$ cat src/rtl/mhad_pkg.sv
`default_nettype none
// ----------------------------------------------------------------------------
// mhad_pkg
// shared types and constants of the median heat alarm detector
// ----------------------------------------------------------------------------
package mhad_pkg;

	localparam int FLOORS_DEF      = 5;
	localparam int WINDOW_DEF      = 30;
	localparam int MEDIAN_TAPS_DEF = 5;

	localparam int QUEUE_DEPTH  = 4;
	localparam int RESULT_DEPTH = 4;
	localparam int RESULT_LW    = $clog2(RESULT_DEPTH + 1);

	localparam logic signed [15:0] HOT_THRESHOLD_RST = 16'sd58;
	localparam logic [4:0]         HOT_COUNT_RST     = 5'd27;
	localparam logic [15:0]        RISE_THRESHOLD_RST = 16'd8;

	typedef struct packed {
		logic signed [15:0] hot_threshold;
		logic [4:0]         hot_count_needed;
		logic [15:0]        rise_threshold;
	} cfg_t;

	// one accepted reading after classification
	typedef struct packed {
		logic               floor_ok;
		logic [2:0]         floor;
		logic signed [15:0] temperature;
	} front_item_t;

	typedef struct packed {
		logic signed [15:0] median_value;
		logic               median_valid;
		logic [2:0]         alarm_floor;
		logic               alarm;
	} result_t;

endpackage
`default_nettype wire

$ cat src/rtl/mhad_fifo.sv
`default_nettype none
// ----------------------------------------------------------------------------
// mhad_fifo
// small register queue with a fill level, used between the stages
// ----------------------------------------------------------------------------
module mhad_fifo import mhad_pkg::*; #(
	parameter int WIDTH = 8,
	parameter int DEPTH = QUEUE_DEPTH
) (
	input  wire logic                         clk,
	input  wire logic                         arst_n,
	input  wire logic                         push_valid,
	output logic                              push_ready,
	input  wire logic [WIDTH-1:0]             push_data,
	output logic                              pop_valid,
	input  wire logic                         pop_ready,
	output logic [WIDTH-1:0]                  pop_data,
	output logic [$clog2(DEPTH + 1)-1:0]      level
);

	localparam int AW = (DEPTH > 1) ? $clog2(DEPTH) : 1;
	localparam int LW = $clog2(DEPTH + 1);

	logic [WIDTH-1:0] store_q [DEPTH];
	logic [AW-1:0]    wr_q;
	logic [AW-1:0]    rd_q;
	logic [LW-1:0]    cnt_q;
	logic             do_push;
	logic             do_pop;

	assign push_ready = (cnt_q != LW'(DEPTH));
	assign pop_valid  = (cnt_q != '0);
	assign do_push    = push_valid && push_ready;
	assign do_pop     = pop_valid && pop_ready;
	assign pop_data   = store_q[rd_q];
	assign level      = cnt_q;

	always_ff @(posedge clk or negedge arst_n) begin
		if (!arst_n) begin
			wr_q  <= '0;
			rd_q  <= '0;
			cnt_q <= '0;
		end else begin
			if (do_push) begin
				wr_q <= (wr_q == AW'(DEPTH - 1)) ? '0 : wr_q + 1'b1;
			end
			if (do_pop) begin
				rd_q <= (rd_q == AW'(DEPTH - 1)) ? '0 : rd_q + 1'b1;
			end
			case ({do_push, do_pop})
				2'b10:   cnt_q <= cnt_q + 1'b1;
				2'b01:   cnt_q <= cnt_q - 1'b1;
				default: cnt_q <= cnt_q;
			endcase
		end
	end

	always_ff @(posedge clk) begin
		if (do_push) begin
			store_q[wr_q] <= push_data;
		end
	end

endmodule
`default_nettype wire

$ cat config.mk
export PLATFORM = sky130hd
export DESIGN_NAME = mhad_fifo
export DESIGN_NICKNAME = d
export VERILOG_FILES = /design/src/rtl/mhad_pkg.sv /design/src/rtl/mhad_fifo.sv
export SDC_FILE = /design/constraint.sdc
export NUM_CORES = 1
export LEC_CHECK = 0
export BUFFER_PORTS_ARGS = -buffer_cell sky130_fd_sc_hd__buf_2
export CORE_UTILIZATION = 35
export DETAILED_ROUTE_END_ITERATION = 12
export GPL_ROUTABILITY_DRIVEN = 0
export SYNTH_ARGS = -nofsm -noshare
export SYNTH_HDL_FRONTEND = slang
export SYNTH_SLANG_ARGS = --single-unit
$ cat constraint.sdc
create_clock -name clk -period 3.88 [get_ports clk]
set_clock_uncertainty 0.05 [all_clocks]
set_input_delay 0.388 -clock clk [delete_from_list [all_inputs] [get_ports clk]]
set_output_delay 0.388 -clock clk [all_outputs]
set_load 0.005 [all_outputs]
After elaboration in Yosys (flattened, before gate mapping):

Memory sizes are Yosys's and may differ from the RTL's.
Cells that the tools add are included.

* bits in registers: 7
* latch bits: 0
* bits in writable memories: 32
* memory bits (read-only): 0
* input port bits: 12
* output and inout bits: 13
* memories: 1

Memories
* store_q: depth 4, width 8, rd ports 1, clocked after Yosys merged registers in 0, wr ports 1, RTL line mhad_fifo.sv:24 `logic [WIDTH-1:0] store_q [DEPTH];`

* add/sub/neg operators: 4
* multipliers: 0
* div/mod/pow operators: 0
* magnitude comparators: 0
* eq/ne operators: 5
* shifts and indexed selects: 0
* muxes and demuxes: 5
* bitwise operators: 0
* reduce and logical (&&, ||, !) cells: 4

Operator list (count)
* 2-bit equality test, second input constant: 3
* 3-bit case mux with 2 select lines: 1
* 2-bit by 1-bit adder with 2-bit output, second input constant: 2
* 2-bit two-way mux: 2
* 3-bit by 1-bit adder with 3-bit output, second input constant: 1
* 3-bit != test, second input constant: 1
* 3-bit nonzero test: 1
* 3-bit by 1-bit subtractor with 3-bit output, second input constant: 1
* 2-bit by 1-bit equality test with 1-bit output, second input constant: 1
* 1-bit logical AND: 2
* 1-bit two-way mux: 2
* 2-bit nonzero test: 1

Longest topological paths before layout:

* depth after elaboration: 4
* gate-level depth with buffers: 9
* depth with buffers taken out: 9

Least setup slack after synthesis:

Ideal clock, no wire load.

* kind: register to register
* from: reg cnt_q[0], in the netlist level[0]
* to: reg cnt_q[2], in the netlist level[2]
* library setup time: 0.079 ns
* arrival: 1.970 ns
* required time: 3.751 ns
* setup slack: 1.780 ns
* stages on the path, launching flop included: 10
* path buffers: 1
* period minus slack after synthesis: 2.100 ns
* cell sequence: dfrtp_1 -> or3b_1 -> buf_6 -> nand2_4 -> ha_1 -> inv_1 -> fa_1 -> xor2_1 -> nor2_1 -> xor2_1

* word-level cells in the longest chain between the ends: 4
* elaborated cells on any way between the ends: 10

RTL lines
* from (decl): RTL line mhad_fifo.sv:27 `logic [LW-1:0] cnt_q;`
* from (signal assigned): RTL line mhad_fifo.sv:51 `2'b10: cnt_q <= cnt_q + 1'b1;`
* from (signal assigned): RTL line mhad_fifo.sv:52 `2'b01: cnt_q <= cnt_q - 1'b1;`
* from (signal assigned): RTL line mhad_fifo.sv:53 `default: cnt_q <= cnt_q;`
* 3-bit != test (*): RTL line mhad_fifo.sv:31 `assign push_ready = (cnt_q != LW'(DEPTH));`
* via push_ready: RTL line mhad_fifo.sv:13 `output logic push_ready,`
* 1-bit logical AND (*): RTL line mhad_fifo.sv:33 `assign do_push = push_valid && push_ready;`
* 2-bit by 1-bit equality test with 1-bit output or 2-bit equality test (tied branches): RTL line mhad_fifo.sv:50 `case ({do_push, do_pop})`
* 3-bit case mux with 2 select lines or 2-bit nonzero test (tied branches)

The timed path passes the listed nets; every way through them passes the cells marked *.
A chain may end at the register's enable or synchronous reset.

Worst setup path after layout:

* from: reg cnt_q[0], in the netlist level[0]
* to: reg cnt_q[2], in the netlist level[2]

* word-level cells in the longest chain between the ends: 4
* elaborated cells on any way between the ends: 10

RTL lines (RTL line)
* 3-bit != test or 3-bit nonzero test (tied branches): mhad_fifo.sv:31, mhad_fifo.sv:32
* 1-bit logical AND (on tied branches): mhad_fifo.sv:33, mhad_fifo.sv:34
* 2-bit by 1-bit equality test with 1-bit output or 2-bit equality test (tied branches): mhad_fifo.sv:50
* 3-bit case mux with 2 select lines or 2-bit nonzero test (tied branches)

Several ways; a longest one is shown, not always the timed one.

==> metrics <==
nets 131; CTS Hold Buffers Added 1; CP top delay family simple AND/OR/NAND/NOR gates; Worst setup SP type flip-flop; core area 4380 µm²; EDFF count, synth 32; Crit path top cell by count xor2_1; drt wl/cell 15.5 µm; hold path cells 1; HP Class input port to flip-flop; Skew-Pair Late Insertion Delay 0.28 ns; largest net degree at the start of global routing 13; Vias 791; Pre-antenna DRT Iters 4; fill cell count 387; Placed Cells 156; cts bufs inserted 5; Setup crit end kind flip-flop; area delta synth->final 19.1%; non-filler instance count after layout 165; run status completed; endpoints failing setup 0; final wirelength 2560 µm; TritonCTS clock tree done; Simple-Gate Fraction of Synth Area 0.0436; fin worst setup slack 1.62 ns; Worst-path clk slew 0.07 ns; hold endpoint store_q[3][0]; antenna-violating nets left 0; mux cell area share after synthesis 0.145; Tcrit/Tclk final 0.584; Leakage 0.000752 µW; I/O Pins 25; footprint of the multi-input gates 429 µm²; # diodes 0; fraction of synthesized cell area in xor and xnor cells 0.0163; Achievable Freq 0.442 GHz; peak supply drop 0.358 mV; total of max-cap violations 0; min-delay src push_data[0]; Util after Layout 0.437; dpl ws 1.64 ns; Crit Reg-Reg Startpoint level[0]; pwr dens 769 nW/µm²; count of cell types in the netlist 20; I/O Buffers 24; Final TNS setup 0 ns; Residual DRC 0; worst path required time 4.03 ns; RR Endpoint level[2]; Crit Path Category flip-flop to flip-flop; RSZ-0062 raised after global routing no; CP max-delay cell or3b_1; crit-path max FO 6; Post-CTS Setup Bufs 0; fin crit period 2.26 ns; Die Span Y 69.8 µm; Synth Area in Adders 0.0591; post-synthesis register bit count 39; Cells after Synth 83; cts repair resizes 0; Sequential Area 1140 µm²; Worst Path Buf+Inv 1; H-tree level count 2; Max clock buf depth 2; r2r setup slk 1.62 ns; DP Wirelength 1810 µm; Syn Area/Cell 19.4 µm²; Post-synth ARST share 0.179; register area share after synthesis 0.707; Slew Viols, Final 0; via density per instance 4.79; post-synthesis compound-gate area fraction 0.00311; warnings from Yosys 0; GRT overflow 0; # rows 24; clk root buf clkbuf_8; DIE AREA 4870 µm²; main combinational cell family by area after synthesis multiplexers; vias in the first global route 861; Worst-Margin Slew 0.626 ns; GRT Resource Usage Total 0.120; CTS sink cnt 39; first-pass GRT wire length 4320 µm; r2r worst-path depth 8; chip width 69.8 µm; initial antenna violation count 0; Initial Util 0.367; final hold violation count 0; critical-path cell list or3b_1 -> nand2_4 -> ha_1 -> inv_1 -> fa_1 -> xor2_1 -> nor2_1 -> xor2_1; Mapped Area 1610 µm²; Main synth FF type edfxtp_1; Worst EP arrival 2.42 ns; worst rel slew slack 0.583; share of cells above drive strength 1 0.389; crit-path max cell delay 0.50 ns; First DRT Iteration DRCs 52; Post-Syn Nets 102
[logic make-up after synthesis]
family,after synthesis
fa+ha+maj,7
simple gates,12
xor+xnor,3
buf+inv,9
mux,12
compound gates,1
flops,39
[worst max-delay path by stage]
stage / cells past startpoint / slack, ns / end / from
after CTS: 8 / 1.61 / level[2] / level[0]
after floorplan: 9 / 1.78 / level[2] / level[0]
after global placement: 8 / 1.74 / level[2] / level[0]
final: 8 / 1.62 / level[2] / level[0]
after detailed placement: 8 / 1.64 / level[2] / level[0]
after global routing: 8 / 1.47 / level[2] / level[0]
[per-stage QoR]
| stage | total power (µW) | hold slack (ns) | instance area, µm² |
|---|---|---|---|
| floorplan | 949 | 0.0424 | 1610 |
| global placement | 1090 | 0.176 | 1770 |
| detailed placement | 1110 | 0.178 | 1770 |
| CTS | 1500 | 0.262 | 1920 |
| global route | 1580 | 0.265 | 1920 |
| finish | 1470 | 0.266 | 1920 |
[worst reg2reg max path: stages (launching register included)]
cell and delay [ns]:
dfrtp_1 0.43, or3b_1 0.50, nand2_4 0.14, ha_1 0.19, inv_1 0.06, fa_1 0.37
xor2_1 0.15, nor2_1 0.12, xor2_1 0.18
[sequential cells by signal, indices dropped and copies added (netlist names)]
name,flops
level,3
rd_q,2
store_q,32
wr_q,2
[cells in the mapped netlist (all sizes together) (2+ instances only)]
master / n / area (µm²)
buf: 3 / 20.0
dfrtp: 7 / 175
inv: 6 / 22.5
ha: 6 / 75.1
and3: 4 / 25.0
edfxtp: 32 / 961
nand2: 3 / 18.8
xor2: 2 / 17.5
nor2: 3 / 11.3
mux4: 8 / 180
mux2: 4 / 52.6
[cell usage in the layout, fill, tap and decap left out, types with 3 or more instances in the layout]
master,instances
edfxtp_1,32
buf_2,24
mux4_2,8
dfrtp_1,7
inv_1,6
ha_1,6
clkbuf_8,5
and3_1,4
nor2_1,3
[cell type report]
cell class,instances,area share
Clock buffer,6,0.0379
Clock inverter,2,0.0314
Inverter,6,0.0118
Multi-Input combinational cell,35,0.224
Sequential cell,39,0.593
Tap cell,52,0.0340
Timing Repair Buffer,25,0.0679
[where the power goes]
part | internal [µW] | switching [µW]
combinational | 238 | 182
clock | 257 | 133
sequential | 566 | 97.5
total | 1060 | 412
[layer usage]
metal  vias up  track usage  part of all wire
li1        370            -                 -
met2        25        0.199              0.52
met5         -            0                 0
met3         2       0.0523             0.058
met1       394        0.146              0.42
met4         0       0.0267            0.0031
Note: power is estimated with default switching activity, not from simulation.
