--- config.mk ---
export PLATFORM = sky130hd
export DESIGN_NAME = mhad_front
export DESIGN_NICKNAME = d
export VERILOG_FILES = /design/src/rtl/mhad_pkg.sv /design/src/rtl/mhad_fifo.sv /design/src/rtl/mhad_front.sv
export SDC_FILE = /design/constraint.sdc
export NUM_CORES = 1
export LEC_CHECK = 0
export BUFFER_PORTS_ARGS = -buffer_cell sky130_fd_sc_hd__buf_2
export CAP_MARGIN = 15
export CORE_ASPECT_RATIO = 2
export CORE_MARGIN = 10
export CORE_UTILIZATION = 51
export CTS_CLUSTER_SIZE = 20
export DETAILED_ROUTE_END_ITERATION = 6
export HOLD_SLACK_MARGIN = 0.12
export PLACE_DENSITY = 0.75
export REMOVE_ABC_BUFFERS = 1
export SYNTH_ARGS = -nofsm -noshare
export SYNTH_HDL_FRONTEND = slang
export SYNTH_SLANG_ARGS = --single-unit
--- constraint.sdc ---
create_clock -name clk -period 1.9 [get_ports clk]
set_input_delay 0.285 -clock clk [delete_from_list [all_inputs] [get_ports clk]]
set_output_delay 0.285 -clock clk [all_outputs]
set_load 0.01 [all_outputs]
--- src/rtl/mhad_pkg.sv ---
`default_nettype none
// ----------------------------------------------------------------------------
// mhad_pkg
// shared types and constants of the median heat alarm detector
// ----------------------------------------------------------------------------
package mhad_pkg;

	localparam int FLOORS_DEF      = 5;
	localparam int WINDOW_DEF      = 30;
	localparam int MEDIAN_TAPS_DEF = 5;

	localparam int QUEUE_DEPTH  = 4;
	localparam int RESULT_DEPTH = 4;
	localparam int RESULT_LW    = $clog2(RESULT_DEPTH + 1);

	localparam logic signed [15:0] HOT_THRESHOLD_RST = 16'sd58;
	localparam logic [4:0]         HOT_COUNT_RST     = 5'd27;
	localparam logic [15:0]        RISE_THRESHOLD_RST = 16'd8;

	typedef struct packed {
		logic signed [15:0] hot_threshold;
		logic [4:0]         hot_count_needed;
		logic [15:0]        rise_threshold;
	} cfg_t;

	// one accepted reading after classification
	typedef struct packed {
		logic               floor_ok;
		logic [2:0]         floor;
		logic signed [15:0] temperature;
	} front_item_t;

	typedef struct packed {
		logic signed [15:0] median_value;
		logic               median_valid;
		logic [2:0]         alarm_floor;
		logic               alarm;
	} result_t;

endpackage
`default_nettype wire

--- src/rtl/mhad_fifo.sv ---
`default_nettype none
// ----------------------------------------------------------------------------
// mhad_fifo
// small register queue with a fill level, used between the stages
// ----------------------------------------------------------------------------
module mhad_fifo import mhad_pkg::*; #(
	parameter int WIDTH = 8,
	parameter int DEPTH = QUEUE_DEPTH
) (
	input  wire logic                         clk,
	input  wire logic                         arst_n,
	input  wire logic                         push_valid,
	output logic                              push_ready,
	input  wire logic [WIDTH-1:0]             push_data,
	output logic                              pop_valid,
	input  wire logic                         pop_ready,
	output logic [WIDTH-1:0]                  pop_data,
	output logic [$clog2(DEPTH + 1)-1:0]      level
);

	localparam int AW = (DEPTH > 1) ? $clog2(DEPTH) : 1;
	localparam int LW = $clog2(DEPTH + 1);

	logic [WIDTH-1:0] store_q [DEPTH];
	logic [AW-1:0]    wr_q;
	logic [AW-1:0]    rd_q;
	logic [LW-1:0]    cnt_q;
	logic             do_push;
	logic             do_pop;

	assign push_ready = (cnt_q != LW'(DEPTH));
	assign pop_valid  = (cnt_q != '0);
	assign do_push    = push_valid && push_ready;
	assign do_pop     = pop_valid && pop_ready;
	assign pop_data   = store_q[rd_q];
	assign level      = cnt_q;

	always_ff @(posedge clk or negedge arst_n) begin
		if (!arst_n) begin
			wr_q  <= '0;
			rd_q  <= '0;
			cnt_q <= '0;
		end else begin
			if (do_push) begin
				wr_q <= (wr_q == AW'(DEPTH - 1)) ? '0 : wr_q + 1'b1;
			end
			if (do_pop) begin
				rd_q <= (rd_q == AW'(DEPTH - 1)) ? '0 : rd_q + 1'b1;
			end
			case ({do_push, do_pop})
				2'b10:   cnt_q <= cnt_q + 1'b1;
				2'b01:   cnt_q <= cnt_q - 1'b1;
				default: cnt_q <= cnt_q;
			endcase
		end
	end

	always_ff @(posedge clk) begin
		if (do_push) begin
			store_q[wr_q] <= push_data;
		end
	end

endmodule
`default_nettype wire

--- src/rtl/mhad_front.sv ---
`default_nettype none
// ----------------------------------------------------------------------------
// mhad_front
// accepts readings, flags the floor range and queues them for the back end
// ----------------------------------------------------------------------------
module mhad_front import mhad_pkg::*; #(
	parameter int FLOORS = FLOORS_DEF
) (
	input  wire logic        clk,
	input  wire logic        arst_n,
	input  wire logic        s_axis_tvalid,
	output logic             s_axis_tready,
	input  wire logic [15:0] s_axis_tdata,   // [15:0] temperature
	input  wire logic [2:0]  s_axis_tuser,   // [2:0] floor
	output logic             item_valid,
	input  wire logic        item_ready,
	output front_item_t      item_data
);

	front_item_t in_item;
	logic [$bits(front_item_t)-1:0] q_dout;

	always_comb begin
		in_item.floor_ok    = (32'(s_axis_tuser) < FLOORS);
		in_item.floor       = s_axis_tuser;
		in_item.temperature = s_axis_tdata;
	end

	mhad_fifo #(
		.WIDTH ($bits(front_item_t)),
		.DEPTH (QUEUE_DEPTH)
	) u_queue (
		.clk        (clk),
		.arst_n     (arst_n),
		.push_valid (s_axis_tvalid),
		.push_ready (s_axis_tready),
		.push_data  (in_item),
		.pop_valid  (item_valid),
		.pop_ready  (item_ready),
		.pop_data   (q_dout),
		.level      ()
	);

	assign item_data = front_item_t'(q_dout);

endmodule
`default_nettype wire

* After elaboration in Yosys (flattened, before gate mapping)
Memories as Yosys holds them, arrays and structs flattened.
Cells that the tools add are included.
** Storage, ports and cells
- Register bits :: 7
- RAM bits :: 80
- Bits of input ports :: 23
- Output and inout bits :: 22
- Logic and storage cells :: 23
- Memories kept :: 1
** Memories
- u_queue.store_q :: words 4, bits a word 20, read ports 1, clocked after Yosys merged registers in 0, wr ports 1, RTL line mhad_fifo.sv:24 : logic [WIDTH-1:0] store_q [DEPTH];
** Operators by class
- Add/sub/neg operators :: 4
- Magnitude comparators :: 1
- Equality and inequality tests :: 5
- Muxes and demuxes :: 5
- Reductions and logical operators :: 4
** Operators with widths (number)
- $eq 2x2->1 const B :: 3
- $pmux 3 s2 :: 1
- $add 2x1->2 const B :: 2
- $mux 2 :: 2
- $add 3x1->3 const B :: 1
- $lt 3x3->1 const B :: 1
- $ne 3x3->1 const B :: 1
- $reduce_bool 3->1 :: 1
- $sub 3x1->3 const B :: 1
- $eq 2x1->1 const B :: 1
- $logic_and 1x1->1 :: 2
- $mux 1 :: 2
- $reduce_bool 2->1 :: 1

* Depth between registers and ports, before layout
- Word-level depth :: 4
- Depth in mapped cells :: 9
- Depth with buffers taken out :: 9

* Modules after synthesis
A second synthesis with hierarchy kept.
** Second synthesis, totals
- Cell total of the unflattened synthesis :: 145
- Area total of the unflattened synthesis :: 3339.5 µm²
** By module, submodules not included
- mhad_fifo :: times used 1, cells each 144, area an instance 3334.4 µm², seq. area each 2577.5 µm²
- mhad_front :: times used 1, cells each 1, area an instance 5.0 µm², seq. area each 0.0 µm²

* Least setup slack after synthesis
No wires, ideal clock.
- Path type :: register to register
- Start point :: register u_queue.cnt_q[0], in the netlist u_queue.level[0]
- End point :: register u_queue.cnt_q[2], in the netlist u_queue.level[2]
- Library setup time :: 0.079 ns
- Data arrival time :: 1.944 ns
- Required time :: 1.821 ns
- Slack :: -0.123 ns
- Cell stages (with the launch flop) :: 10
- Buffers on the path :: 1
- Period minus slack after synthesis :: 2.023 ns
- Path through :: dfrtp_1 or3b_1 buf_6 nand2_4 ha_1 inv_1 fa_1 xor2_1 nor2_1 xor2_1
** On the way
- Longest elaborated chain between the ends :: 4
- Elaborated cells on any way between the ends :: 10
- Classes of those cells :: 2 x add/sub; 3 x eq/ne; 1 x mux; 4 x reduce/logical
** Ends and longest elaborated chain
- start: declaration :: RTL line mhad_fifo.sv:27 : logic [LW-1:0] cnt_q;
- start signal: assignment :: RTL line mhad_fifo.sv:51 : 2'b10: cnt_q <= cnt_q + 1'b1;
- start signal: assignment :: RTL line mhad_fifo.sv:52 : 2'b01: cnt_q <= cnt_q - 1'b1;
- start signal: assignment :: RTL line mhad_fifo.sv:53 : default: cnt_q <= cnt_q;
- $ne 3x3->1 (*) :: RTL line mhad_fifo.sv:31 : assign push_ready = (cnt_q != LW'(DEPTH));
- net s_axis_tready :: RTL line mhad_front.sv:12 : output logic s_axis_tready,
- $logic_and 1x1->1 (*) :: RTL line mhad_fifo.sv:33 : assign do_push = push_valid && push_ready;
- $eq 2x1->1 or $eq 2x2->1 (tied branches) :: RTL line mhad_fifo.sv:50 : case ({do_push, do_pop})
- $pmux 3 s2 or $reduce_bool 2->1 (tied branches)
Mark *: on every way through the listed nets, which the timed path passes. The rest lies on a longest branch.
A chain may end at the register's enable or synchronous reset.

* Worst setup path in the final report
- Start point :: register u_queue.cnt_q[0], in the netlist u_queue.level[0]
- End point :: register u_queue.cnt_q[2], in the netlist u_queue.level[2]
** On the way
- Longest elaborated chain between the ends :: 4
- Elaborated cells on any way between the ends :: 10
- Classes of those cells :: 2 x add/sub; 3 x eq/ne; 1 x mux; 4 x reduce/logical
** Ends and longest elaborated chain
- $reduce_bool 3->1 (*) :: RTL line mhad_fifo.sv:32 : assign pop_valid = (cnt_q != '0);
- $logic_and 1x1->1 (*) :: RTL line mhad_fifo.sv:34 : assign do_pop = pop_valid && pop_ready;
- net u_queue.do_pop :: RTL line mhad_fifo.sv:29 : logic do_pop;
- $eq 2x1->1 or $eq 2x2->1 (tied branches) :: RTL line mhad_fifo.sv:50
- $pmux 3 s2 or $reduce_bool 2->1 (tied branches)
Marked as above.

==> results.txt <==
total net switching power: 1880 uW
total core area: 0.00636 mm^2
Final nets: 251
worst slack at placement: -169 ps
Bufs and invs on worst path: 3
first-pass GRT wire length: 9560 um
layout cells sized above 1: 50.4%
Tcrit/Tclk final: 103%
drt wl/cell: 19.6 um
H-tree depth: 3
Yosys cell types: 22
placed cells: 288
slowest CP cell: dfrtp_1
GR peak layer: met2
Fin. Hold Viols: 0
crit path time final: 1950 ps
LEAKAGE: 0.00158 uW
critical path's top delay family: simple AND/OR/NAND/NOR gates
DR iter-0 viols: 118
synthesized area: 0.00334 mm^2
die area: 0.0104 mm^2
VDD IR max: 0.000971 V
WHS Path Cells: 1
DIE HEIGHT: 134 um
Reg2Reg Setup Slack: -50 ps
Ys Warns: 0
Seq pwr share: 39.3%
setup ws final: -52.3 ps
1st-pass router iterations: 3
DRT antenna net count: 0
Num CTS Buffers: 9
met2 GRT Util: 21.9%
crit end category: register
Pwr Density: 1620 mW/mm^2
Reg clk slew, reported paths: 60 ps
reg-to-reg endpoint: u_queue.level[2]
outcome: finished with violations
Critical Path AT: 2170 ps
failing checks: setup timing
FF+latch area: 0.00258 mm^2
Clock Skew: 5.56 ps
final instance area: 0.00425 mm^2
fill count: 437
Setup violations, final: 2
row cnt: 41
GRT met3 Usage: 5.05%
vias after detailed routing: 1,645
FF-to-FF Start: u_queue.level[0]
Multi-input gate area: 736 um^2
CTS tree: built
met1 usage: 11.4%
Clock Latency Late Sink: 330 ps
Comb pwr share: 34.8%
Vias/cell: 5.27
vias in the first global route: 1,852
CP Class: reg2reg
CP Max Fanout: 3
Post-Synthesis Cells: 145
Initial Util: 52.5%
min-delay worst type: in2reg
Avg Cell Area, Syn: 23.0 um^2
Ports: 45
number of port buffers: 44
Max Freq: 0.512 GHz
drt total wl: 6120 um
pins over their slew limit: 0
placed wire-length estimate: 4240 um
gpl congestion: 0.700
Inserted Diodes: 0
clock network power share: 25.9%
DRC Markers: 0
hold endpoint: u_queue.store_q[1][13]
largest net degree at the start of global routing: 21
sequential area share after synthesis: 77.2%
worst path required time: 2110 ps
Worst setup SP type: register
CTS Buffer Depth: 2
Placement Cell Area: 0.00381 mm^2
Net Sw Frac: 27.3%
hold path start: s_axis_tdata[13]
crit path cell chain: buf_6 > or3_4 > nand2_4 > inv_2 > ha_4 > inv_2 > fa_2 > xor2_1 > nor2_1 > xor2_1
worst r2r path cells: 10
Die Wd: 77.2 um
gr ovfl total: 0
antenna violations before repair: 0
Post-Layout Cell Count: 312
slowest stage delay, CP: 400 ps
Max-cap violations: 0
Sink Count: 87
GRT Total Usage: 12.5%
RSZ-0062 raised after global routing: yes
Slew HR: 72.8%
P_int: 5000 uW
CTS Root Cell: clkbuf_16
#FFs+latches synth: 87
Slew @ Worst Pin: 404 ps
P&R area growth vs syn: 27.2%
==> layout make-up <==
cell class,count,area share [%]
sequential,87,60.6
clock inverter,4,1.65
timing repair buffer,70,11.8
multi-input combinational,47,17.3
tap,86,2.53
clock buffer,12,5.56
inverter,6,0.530
==> metal layers <==
layer,up-vias,part of all wire (%)
met2,40,58
met3,15,5.6
li1,746,-
met4,0,3.2
met5,-,0
met1,844,33
==> how the worst max path moves through the flow <==
stage               cells past startpoint               end  slack (ps)             start
CTS                                     8  u_queue.level[2]        -100  u_queue.level[1]
floorplan                               8  u_queue.level[2]        -160  u_queue.level[0]
finish                                 10  u_queue.level[2]         -50  u_queue.level[0]
detailed placement                     10  u_queue.level[2]        -170  u_queue.level[0]
global placement                        8  u_queue.level[2]         -10  u_queue.level[0]
global route                            8  u_queue.level[2]        -110  u_queue.level[0]
==> synthesized netlist by cell type <==
library cell	count	area share, %
xnor2_1	1	0.26
buf_6	1	0.34
buf_2	1	0.15
mux2_4	2	0.90
or3_1	1	0.19
fa_1	1	0.60
clkbuf_1	1	0.11
ha_1	6	2.2
mux2i_1	1	0.30
nand2_1	1	0.11
dfrtp_1	7	5.2
xor2_1	2	0.52
mux4_2	20	13
or3b_1	1	0.26
and3_1	4	0.75
inv_1	6	0.67
o21ai_0	1	0.15
buf_4	2	0.45
nand2_4	1	0.34
nor2_1	3	0.34
mux2_2	2	0.67
edfxtp_1	80	72
==> state kept, by name, indices dropped and copies added, names as in the netlist <==
name and cells:
u_queue.wr_q 2, u_queue.rd_q 2, u_queue.level 3, u_queue.store_q 80
==> cells in the final DEF, fill, tap and decap left out, types with 2 or more instances in the layout <==
cell type	instances
edfxtp_1	80
buf_2	38
mux4_2	20
buf_4	20
clkbuf_16	9
buf_6	8
dfrtp_1	7
ha_1	5
inv_1	4
and3_1	4
nor2_1	3
clkbuf_1	3
buf_12	3
nand2_4	2
inv_2	2
mux2_2	2
mux2_4	2
xor2_1	2
clkinv_2	2
bufinv_16	2
==> worst register-to-register path, delay by kind of cell (launching register included) <==
family / cells / cell delay, ps
xor+xnor: 2 / 300
fa+ha+maj: 2 / 340
buf+inv: 3 / 230
flops: 1 / 400
simple gates: 3 / 570
==> metrics by stage <==
| stage | util, % | power, uW | hold WS (ps) | TNS (ps) |
|---|---|---|---|---|
| 2_1_floorplan | - | 3950 | -10.6 | -1110 |
| 3_5_place_dp | 59.8 | 4930 | 129 | -301 |
| 3_3_place_gp | 59.8 | 4790 | 123 | -11.0 |
| 6_report | 66.8 | 6880 | 171 | -96.9 |
| 4_1_cts | 66.3 | 6940 | 153 | -412 |
| 5_1_grt | 66.8 | 7210 | 157 | -974 |
==> what timing repair did <==
action                                  CTS  global route
buffers inserted                          4             4
cloned                                    0             0
hold buffers                              1             0
pin swaps                                 8             9
endpoints found under the setup margin   21            23
resized for setup                        15             2
endpoints found under the hold margin     7             0
==> cells by family (layout without fill, tap and decap cells) <==
group | after synthesis | after routing | share of synthesized area [%]
DFF | 87 | 87 | 77.2
AOI/OAI and AO/OA | 1 | 1 | 0.150
xor gates and xnor gates | 3 | 3 | 0.787
and+or+nand+nor | 11 | 11 | 1.98
adders and majority gates | 7 | 7 | 2.85
buffers and inverters | 11 | 92 | 1.72
muxes | 25 | 25 | 15.4
==> power groups by stage <==
stage | logic [uW] | clock network [uW] | registers, uW
2_1_floorplan | 1120 | 0 | 2830
3_3_place_gp | 2100 | 0 | 2690
3_5_place_dp | 2190 | 0 | 2740
4_1_cts | 2410 | 1830 | 2700
5_1_grt | 2590 | 1890 | 2740
6_report | 2390 | 1780 | 2710
Note: power is estimated with default switching activity, not from simulation.
